==> src/design/dmix_pkg.sv <==
`timescale 1ns / 1ps

package dmix_pkg;

   // Duty range and face mode step
   localparam logic [8:0] DUTY_MAX  = 9'd400;
   localparam logic [8:0] FACE_STEP = 9'd50;

   // Joystick thresholds
   localparam logic [11:0] Y_FWD_START   = 12'd2100;
   localparam logic [11:0] Y_REV_START   = 12'd1900;
   localparam logic [11:0] X_LEFT_START  = 12'd1900;
   localparam logic [11:0] X_RIGHT_START = 12'd2150;
   localparam int unsigned ADC_SPAN      = 4096;

   // Scaling d*400/D is done as (d * RECIP) >> RECIP_SHIFT with RECIP rounded up;
   // exact for every d below 2**RECIP_SHIFT / D, which covers the 12-bit range.
   localparam int unsigned RECIP_SHIFT = 23;
   localparam int unsigned RECIP_W     = 21;
   localparam logic [63:0] SCALED_MAX  = 64'd400 << RECIP_SHIFT;
   localparam logic [63:0] DIV_Y_FWD   = 64'(ADC_SPAN) - 64'(Y_FWD_START);
   localparam logic [63:0] DIV_LOW     = 64'(Y_REV_START);
   localparam logic [63:0] DIV_X_RIGHT = 64'(ADC_SPAN) - 64'(X_RIGHT_START);
   localparam logic [RECIP_W-1:0] RECIP_Y_FWD =
      RECIP_W'((SCALED_MAX + DIV_Y_FWD - 64'd1) / DIV_Y_FWD);
   localparam logic [RECIP_W-1:0] RECIP_LOW =
      RECIP_W'((SCALED_MAX + DIV_LOW - 64'd1) / DIV_LOW);
   localparam logic [RECIP_W-1:0] RECIP_X_RIGHT =
      RECIP_W'((SCALED_MAX + DIV_X_RIGHT - 64'd1) / DIV_X_RIGHT);

   // Command bytes
   localparam logic [7:0] CMD_F = 8'h46;
   localparam logic [7:0] CMD_R = 8'h52;
   localparam logic [7:0] CMD_L = 8'h4C;
   localparam logic [7:0] CMD_C = 8'h43;
   localparam logic [7:0] CMD_T = 8'h54;
   localparam logic [7:0] CMD_S = 8'h53;
   localparam logic [7:0] CMD_N = 8'h4E;

   // Pin patterns: {left_neg, left_pos, right_neg, right_pos}
   localparam logic [3:0] PINS_STOP  = 4'b0000;
   localparam logic [3:0] PINS_FWD   = 4'b0101;
   localparam logic [3:0] PINS_REV   = 4'b1010;
   localparam logic [3:0] PINS_LEFT  = 4'b0001;
   localparam logic [3:0] PINS_RIGHT = 4'b0100;

   // Register word indexes
   localparam logic REG_DRIVE_MODE  = 1'b0;
   localparam logic REG_CRUISE_DUTY = 1'b1;

   localparam logic       DRIVE_MODE_RESET  = 1'b1;
   localparam logic [8:0] CRUISE_DUTY_RESET = 9'd300;

   typedef struct packed {
      logic [11:0] joy_y;
      logic [11:0] joy_x;
      logic [7:0]  cmd_byte;
   } req_type;

   typedef struct packed {
      logic [8:0] right_duty;
      logic [8:0] left_duty;
      logic       right_pos;
      logic       right_neg;
      logic       left_pos;
      logic       left_neg;
      logic       going_forward;
      logic       toggle_flag;
   } rsp_type;

endpackage

==> src/design/differential_drive_mixer_top.sv <==
`timescale 1ns / 1ps

// Channel   Ports                                    Direction  Handshake
// request   req_valid, req_stall, req_payload        in         valid / stall
// response  rsp_valid, rsp_stall, rsp_payload        out        valid / stall
// csr       csr_psel .. csr_prdata, csr_pready       in / out   APB, pready always high
//
// One transaction per cycle sustained while rsp_stall stays low: the joystick axes
// are scaled into the input register, then the mix or the command machine
// writes the held state, which is the response register.
// Reset is synchronous: duties 0, pins low, forward flag 0, toggle flag 1,
// drive_mode 1, cruise_duty 300.
// A stalled response holds the input register; req_stall rises only when it is full.

module differential_drive_mixer_top (
   input  logic                clock,
   input  logic                reset,
   input  logic                req_valid,
   output logic                req_stall,
   input  dmix_pkg::req_type   req_payload,
   output logic                rsp_valid,
   input  logic                rsp_stall,
   output dmix_pkg::rsp_type   rsp_payload,
   input  logic                csr_psel,
   input  logic                csr_penable,
   input  logic                csr_pwrite,
   input  logic [2:0]          csr_paddr,
   input  logic [31:0]         csr_pwdata,
   output logic [31:0]         csr_prdata,
   output logic                csr_pready
);

   typedef struct packed {
      logic [3:0] pins;
      logic [8:0] base;
      logic       turn_left;
      logic       turn_right;
      logic [8:0] turn;
      logic [7:0] cmd;
   } stage_type;

   localparam int unsigned PROD_W = 11 + dmix_pkg::RECIP_W;

   logic       drive_mode_ff;
   logic [8:0] cruise_duty_ff;
   logic       csr_write;

   logic       in_vld_ff, in_vld_in;
   stage_type  stage_ff, stage_in;
   logic       out_vld_ff, out_vld_in;
   logic       advance;

   logic [8:0] r_duty_ff, r_duty_in;
   logic [8:0] l_duty_ff, l_duty_in;
   logic [3:0] pins_ff, pins_in;
   logic       fwd_ff, fwd_in;
   logic       tog_ff, tog_in;

   logic                        y_fwd, y_rev;
   logic [11:0]                 y_diff, x_diff;
   logic [dmix_pkg::RECIP_W-1:0] y_recip, x_recip;
   logic [PROD_W-1:0]           y_prod, x_prod;
   logic                        x_left, x_right;

   logic [8:0]  man_r, man_l;
   logic [3:0]  man_pins;
   logic [10:0] r_sum;
   logic [9:0]  l_sum, twice_m;
   logic [8:0]  face_s, face_lo, face_hi;
   logic [9:0]  face_sum;

   // Configuration port
   assign csr_pready = 1'b1;
   assign csr_write  = csr_psel && csr_penable && csr_pwrite && csr_pready;

   always_ff @(posedge clock) begin
      if (reset) begin
         drive_mode_ff  <= dmix_pkg::DRIVE_MODE_RESET;
         cruise_duty_ff <= dmix_pkg::CRUISE_DUTY_RESET;
      end else if (csr_write) begin
         unique case (csr_paddr[2])
            dmix_pkg::REG_DRIVE_MODE:  drive_mode_ff  <= csr_pwdata[0];
            dmix_pkg::REG_CRUISE_DUTY: cruise_duty_ff <= csr_pwdata[8:0];
            default: ;
         endcase
      end
   end

   always_comb begin
      unique case (csr_paddr[2])
         dmix_pkg::REG_DRIVE_MODE:  csr_prdata = {31'd0, drive_mode_ff};
         dmix_pkg::REG_CRUISE_DUTY: csr_prdata = {23'd0, cruise_duty_ff};
         default:                   csr_prdata = 32'd0;
      endcase
   end

   // Handshake: advance when the response register is free or being taken
   assign advance    = in_vld_ff && (!out_vld_ff || !rsp_stall);
   assign req_stall  = in_vld_ff && !advance;
   assign in_vld_in  = (req_valid && !req_stall) ? 1'b1 : (advance ? 1'b0 : in_vld_ff);
   assign out_vld_in = advance ? 1'b1 : (rsp_stall ? out_vld_ff : 1'b0);

   // Scale the Y axis into a base speed
   always_comb begin
      y_fwd   = req_payload.joy_y >= dmix_pkg::Y_FWD_START;
      y_rev   = req_payload.joy_y <= dmix_pkg::Y_REV_START;
      y_diff  = y_fwd ? req_payload.joy_y - dmix_pkg::Y_FWD_START
                      : dmix_pkg::Y_REV_START - req_payload.joy_y;
      y_recip = y_fwd ? dmix_pkg::RECIP_Y_FWD : dmix_pkg::RECIP_LOW;
      y_prod  = PROD_W'(y_diff[10:0]) * PROD_W'(y_recip);
   end

   // Scale the X axis into a turn amount
   always_comb begin
      x_left  = req_payload.joy_x < dmix_pkg::X_LEFT_START;
      x_right = req_payload.joy_x > dmix_pkg::X_RIGHT_START;
      x_diff  = x_left ? dmix_pkg::X_LEFT_START - req_payload.joy_x
                       : req_payload.joy_x - dmix_pkg::X_RIGHT_START;
      x_recip = x_left ? dmix_pkg::RECIP_LOW : dmix_pkg::RECIP_X_RIGHT;
      x_prod  = PROD_W'(x_diff[10:0]) * PROD_W'(x_recip);
   end

   always_comb begin
      stage_in.pins       = y_fwd ? dmix_pkg::PINS_FWD
                          : (y_rev ? dmix_pkg::PINS_REV : dmix_pkg::PINS_STOP);
      stage_in.base       = (y_fwd || y_rev) ?
                            y_prod[dmix_pkg::RECIP_SHIFT +: 9] : 9'd0;
      stage_in.turn_left  = x_left;
      stage_in.turn_right = x_right;
      stage_in.turn       = x_prod[dmix_pkg::RECIP_SHIFT +: 9];
      stage_in.cmd        = req_payload.cmd_byte;
   end

   // Input register
   always_ff @(posedge clock) begin
      if (reset) begin
         in_vld_ff <= 1'b0;
      end else begin
         in_vld_ff <= in_vld_in;
      end
      if (req_valid && !req_stall) begin
         stage_ff <= stage_in;
      end
   end

   // Mix the turn into the base speed
   always_comb begin
      r_sum   = {2'd0, stage_ff.base} + {1'b0, stage_ff.turn, 1'b0};
      twice_m = {stage_ff.turn, 1'b0};
      l_sum   = {1'b0, stage_ff.base} + {1'b0, stage_ff.turn};
      man_r    = stage_ff.base;
      man_l    = stage_ff.base;
      man_pins = stage_ff.pins;
      if (stage_ff.turn_left) begin
         man_r    = (r_sum > 11'(dmix_pkg::DUTY_MAX)) ? dmix_pkg::DUTY_MAX : r_sum[8:0];
         man_l    = (stage_ff.base > stage_ff.turn) ? stage_ff.base - stage_ff.turn : 9'd0;
         man_pins = dmix_pkg::PINS_LEFT;
      end else if (stage_ff.turn_right) begin
         man_r    = ({1'b0, stage_ff.base} > twice_m) ?
                    9'({1'b0, stage_ff.base} - twice_m) : 9'd0;
         man_l    = (l_sum > 10'(dmix_pkg::DUTY_MAX)) ? dmix_pkg::DUTY_MAX : l_sum[8:0];
         man_pins = dmix_pkg::PINS_RIGHT;
      end
   end

   // Face mode speeds, saturated to the duty range
   always_comb begin
      face_s   = (cruise_duty_ff > dmix_pkg::DUTY_MAX) ? dmix_pkg::DUTY_MAX : cruise_duty_ff;
      face_lo  = (face_s > dmix_pkg::FACE_STEP) ? face_s - dmix_pkg::FACE_STEP : 9'd0;
      face_sum = {1'b0, face_s} + {1'b0, dmix_pkg::FACE_STEP};
      face_hi  = (face_sum > 10'(dmix_pkg::DUTY_MAX)) ? dmix_pkg::DUTY_MAX : face_sum[8:0];
   end

   // Next held state
   always_comb begin
      r_duty_in = r_duty_ff;
      l_duty_in = l_duty_ff;
      pins_in   = pins_ff;
      fwd_in    = fwd_ff;
      tog_in    = tog_ff;
      if (!drive_mode_ff) begin
         r_duty_in = man_r;
         l_duty_in = man_l;
         pins_in   = man_pins;
      end else begin
         unique case (stage_ff.cmd) inside
            dmix_pkg::CMD_F: begin
               r_duty_in = face_s;
               l_duty_in = face_s;
               pins_in   = dmix_pkg::PINS_FWD;
               fwd_in    = 1'b1;
            end
            dmix_pkg::CMD_R: begin
               r_duty_in = fwd_ff ? face_lo : face_s;
               l_duty_in = fwd_ff ? face_hi : face_s;
               pins_in   = fwd_ff ? dmix_pkg::PINS_FWD : dmix_pkg::PINS_RIGHT;
            end
            dmix_pkg::CMD_L: begin
               r_duty_in = fwd_ff ? face_hi : face_s;
               l_duty_in = fwd_ff ? face_lo : face_s;
               pins_in   = fwd_ff ? dmix_pkg::PINS_FWD : dmix_pkg::PINS_LEFT;
            end
            dmix_pkg::CMD_C: begin
               r_duty_in = fwd_ff ? face_s : 9'd0;
               l_duty_in = fwd_ff ? face_s : 9'd0;
               pins_in   = fwd_ff ? dmix_pkg::PINS_FWD : dmix_pkg::PINS_STOP;
            end
            dmix_pkg::CMD_T: begin
               r_duty_in = 9'd0;
               l_duty_in = 9'd0;
               pins_in   = dmix_pkg::PINS_STOP;
               fwd_in    = 1'b0;
               tog_in    = !tog_ff;
            end
            dmix_pkg::CMD_S, dmix_pkg::CMD_N: begin
               r_duty_in = 9'd0;
               l_duty_in = 9'd0;
               pins_in   = dmix_pkg::PINS_STOP;
               fwd_in    = 1'b0;
            end
            default: ;
         endcase
      end
   end

   // Held state doubles as the response register
   always_ff @(posedge clock) begin
      if (reset) begin
         out_vld_ff <= 1'b0;
         r_duty_ff  <= 9'd0;
         l_duty_ff  <= 9'd0;
         pins_ff    <= dmix_pkg::PINS_STOP;
         fwd_ff     <= 1'b0;
         tog_ff     <= 1'b1;
      end else begin
         out_vld_ff <= out_vld_in;
         if (advance) begin
            r_duty_ff <= r_duty_in;
            l_duty_ff <= l_duty_in;
            pins_ff   <= pins_in;
            fwd_ff    <= fwd_in;
            tog_ff    <= tog_in;
         end
      end
   end

   assign rsp_valid                 = out_vld_ff;
   assign rsp_payload.right_duty    = r_duty_ff;
   assign rsp_payload.left_duty     = l_duty_ff;
   assign rsp_payload.right_pos     = pins_ff[0];
   assign rsp_payload.right_neg     = pins_ff[1];
   assign rsp_payload.left_pos      = pins_ff[2];
   assign rsp_payload.left_neg      = pins_ff[3];
   assign rsp_payload.going_forward = fwd_ff;
   assign rsp_payload.toggle_flag   = tog_ff;

   // Duties stay inside the PWM period
   a_duty_range: assert property (@(posedge clock) disable iff (reset)
      (r_duty_ff <= dmix_pkg::DUTY_MAX) && (l_duty_ff <= dmix_pkg::DUTY_MAX))
      else $error("duty beyond PWM period");

   // Never drive both sides of one bridge
   a_no_shoot_through: assert property (@(posedge clock) disable iff (reset)
      !(pins_ff[0] && pins_ff[1]) && !(pins_ff[2] && pins_ff[3]))
      else $error("both pins of one motor high");

   // Held state moves only with a transaction leaving the input register
   a_state_hold: assert property (@(posedge clock) disable iff (reset)
      !advance |=> $stable(tog_ff) && $stable(fwd_ff) && $stable(pins_ff))
      else $error("held state changed without a transaction");

   // Stall only while the input register is full
   a_stall_cause: assert property (@(posedge clock) disable iff (reset)
      req_stall |-> in_vld_ff && out_vld_ff && rsp_stall)
      else $error("request stalled without backpressure");

endmodule

==> config.mk <==
export PLATFORM = sky130hd
export DESIGN_NAME = differential_drive_mixer_top
export DESIGN_NICKNAME = d
export VERILOG_FILES = /design/src/design/dmix_pkg.sv /design/src/design/differential_drive_mixer_top.sv
export SDC_FILE = /design/constraint.sdc
export NUM_CORES = 1
export LEC_CHECK = 0
export ABC_CLOCK_PERIOD_IN_PS = 8600
export BUFFER_PORTS_ARGS = -buffer_cell sky130_fd_sc_hd__buf_2
export CAP_MARGIN = 20
export CORE_UTILIZATION = 35
export DETAILED_ROUTE_END_ITERATION = 6
export PLACE_DENSITY = 0.58
export SLEW_MARGIN = 5
export SYNTH_ARGS = -nofsm -noshare
export SYNTH_HDL_FRONTEND = slang
export SYNTH_SLANG_ARGS = --single-unit
==> constraint.sdc <==
create_clock -name clock -period 8.6 [get_ports clock]
set_input_delay 0.86 -clock clock [delete_from_list [all_inputs] [get_ports clock]]
set_output_delay 0.86 -clock clock [all_outputs]
set_load 0.005 [all_outputs]
==> summary.md <==
| Metric | Value |
|---|---|
| CTS tree | `done` |
| Period utilisation layout | `between 90% and 100%` |
| Unrepaired setup endpoints after global routing | `no` |
| Met3 wire len | `1520 um` |
| DR iter-0 viols | `approximately 890` |
| # DRC | `0` |
| Starting density of the core | `roughly 36%` |
| Vias in the first global route | `roughly 14k` |
| Share of cells above drive strength 1 | `7.42%` |
| Post-Syn Area | `roughly 18,000 um2` |
| Top_reg_cell synth | `dfxtp_1` |
| Die height | `~230 um` |
| Startpoint Class | `input port` |
| Via Count | `between 10k and 15k` |
| RR Endpoint | `r_duty_ff[4]` |
| M1 WL | `approximately 22,000 um` |
| Min-delay src | `l_duty_ff[4]` |
| Hold EP | `l_duty_ff[4]` |
| Die width | `approximately 230 um` |
| Synth warn | `0` |
| Distinct cells, synth | `90` |
| Largest net degree at the start of global routing | `31` |
| DRT Pass-1 Iters | `6` |
| Antenna cells | `0` |
| Crit path time final | `around 8000 ps` |
| Max Clock Freq | `about 130 MHz` |
| Num CTS Buffers | `9` |
| Top cell type's share of synthesized area | `about 27%` |
| Pins Over Slew Limit | `0` |
| Number of synthesized flops with an enable pin | `30` |
| Post-CTS resize count | `0` |
| Worst Skew | `roughly 12 ps` |
| WP data required | `around 8700 ps` |
| Endpoints failing hold | `0` |
| #FFs+latches synth | `65` |
| Post-CTS Setup Bufs | `0` |
| Status | `finished, final reports clean` |
| R2R setup slack | `4790 ps` |
| Worst hold stages | `2` |
| Sequential fraction of the synthesis area | `approximately 9%` |
| Worst setup EP type | `flip-flop` |
| IO Pins | `~130` |
| Hold Crit Class | `flip-flop to flip-flop` |
| Clock Path Buffers | `2` |
| Least-Margin Pin Slew | `~1200 ps` |
| Vias/cell | `a little over 5` |
| Row count | `81` |
| Leading area contributor after synthesis | `fa_1` |
| Setup TNS | `0 ps` |
| Synth Area per Inst | `between 8 and 9 um2` |
| I/O Buffers | `83` |
| Top layer in use | `met4` |
| GRT overflow | `0` |
| DP Worst Slack | `411 ps` |
| Routed len/inst | `16.3 um` |
| Final setup margin | `around 730 ps` |
| Met2 WL | `roughly 22,000 um` |
| Maxcap violations | `0` |
| Die ar. | `51,200 um2` |
| P&R area growth vs syn | `7.71%` |
| Reg-to-Reg Start | `cruise_duty_ff[4]` |
| Final setup violation count | `0` |
| CTS H-tree lvls | `3` |
| GRT Overall Usage | `18.3%` |
| Clock latency on the worst-skew pair | `between 300 and 400 ps` |
| Ys async rst share | `0%` |
| Reg clk slew, reported paths | `60 ps` |
| FF-to-FF path depth | `11` |
| Arr. time, crit path | `roughly 8000 ps` |
| RePlAce Congestion | `a little over 0.9` |
| Placeable Area | `~49,000 um2` |
| Setup CP Type | `input port to flip-flop` |
| Util after Layout | `between 30 and 40%` |
| Nets | `between 2k and 3k` |
| Root Driver | `clkbuf_16` |
| Worst rel slew slack | `roughly 23%` |
| Worst Path Max Fanout | `19` |
| Cell count after synthesis | `2,067` |
| Hold_buf cts | `0` |
| Synth area leaders | `fa_1 (27%), ha_1 (18%), inv_1 (9.9%)` |
| Routed Wire Length | `around 46,000 um` |
| Final HPWL DP | `39,200 um` |
| Antenna Nets Post-Route | `0` |
| First-pass GRT wire length | `74,300 um` |
| CTS Sinks | `65` |
| Antenna violations before repair | `0` |
==> layout by cell type, fill, tap and decap left out, types with 10 or more instances in the layout <==
cell type  instances
buf_4             24
nand2b_1          26
a21o_1            27
a211oi_1          20
a21oi_1           98
nand2_1          151
xor2_1            28
nor2b_1           18
conb_1            29
xnor2_1           59
nand4_1           17
o21ai_0           63
nor2_1           112
o21bai_1          10
nor3_1            30
and2_1            16
nor4_1            16
edfxtp_1          30
and3_1            13
inv_1            463
buf_2             83
or2_2             10
fa_1             240
ha_1             256
nand3_1           48
dfxtp_1           35
o211ai_1          11
a31oi_1           14
==> cells by family after synthesis <==
group | after synthesis | synth area share, %
buffers and inverters | 552 | 12.7
adder cells (fa/ha/maj) | 496 | 45.5
AND/OR/NAND/NOR | 495 | 13.6
AO/OA/AOI/OAI | 367 | 14.4
XOR/XNOR | 88 | 4.42
flip-flops | 65 | 9.10
other | 2 | 0.0427
multiplexers | 2 | 0.121
==> critical path, stage by stage <==
cell and delay, ps:
buf_2 160, inv_1 80, ha_1 230, nand3b_1 260
nand3_1 120, nand2_1 70, inv_1 80, buf_4 260
nor2_1 80, xnor2_1 690, nand2_1 260, inv_1 200
fa_1 440, inv_1 90, fa_1 430, fa_1 490
fa_1 550, fa_1 550, inv_1 50, ha_1 340
nand3_1 150, nor4_1 90, nor3b_1 140, a211o_1 340
o311ai_2 410, nand2b_1 180, a211oi_1 280, a211oi_1 70
==> cell type report <==
class | count | area, um2
Fill cell | 5063 | 30300
Multi-Input combinational cell | 1477 | 13900
Inverter | 464 | 1740
Sequential cell | 65 | 1600
Tap cell | 664 | 831
Timing Repair Buffer | 107 | 596
Clock buffer | 10 | 229
Clock inverter | 6 | 91.3
==> per-stage QoR <==
| stage | hold WS, ps | area, um2 | std cells |
|---|---|---|---|
| 6_report | 432 | 19000 | 2793 |
| 5_1_grt | 458 | 19000 | 2793 |
| 4_1_cts | 434 | 18900 | 2792 |
| 3_5_place_dp | 424 | 18600 | 2776 |
| 3_3_place_gp | 422 | 18600 | 2776 |
| 2_1_floorplan | 435 | 17700 | 2094 |
==> synthesized netlist by cell type, drive strengths merged, types with 11 or more instances <==
cell	n
nor2	112
o211ai	11
a21oi	99
fa	240
xor2	28
a21o	27
edfxtp	30
nand2	151
inv	463
xnor2	60
dfxtp	35
o21bai	11
buf	47
a31oi	14
clkbuf	40
nand3	48
nand2b	26
nor3	31
nand4	17
or2	12
and3	13
nor4	16
nor2b	19
and2	16
a211oi	20
ha	256
o21ai	67
==> layer usage <==
metal	GRT usage, %	vias to the layer above
li1	-	6819
met1	25.5	6941
met5	0	-
met2	31.0	305
met3	1.52	38
met4	3.62	0
==> sequential cells by signal, summed over array words and instances, names as in the netlist <==
name            cells
rsp_valid           1
cruise_duty_ff      9
pins_ff             3
fwd_ff              1
in_vld_ff           1
stage_ff           30
tog_ff              1
l_duty_ff           9
r_duty_ff           9
drive_mode_ff       1
==> worst max path at each step <==
| stage | from | to | depth (start not counted) |
|---|---|---|---|
| after CTS | req_payload[22] | stage_ff[24] | 28 |
| after floorplan | req_payload[11] | stage_ff[16] | 27 |
| after global placement | req_payload[13] | stage_ff[16] | 28 |
| final | req_payload[22] | stage_ff[24] | 28 |
| after global routing | req_payload[22] | stage_ff[24] | 28 |
| after detailed placement | req_payload[22] | stage_ff[24] | 28 |
Power is not shown: default switching activity piles up to over one toggle a cycle in this logic, so the estimate is an artifact.
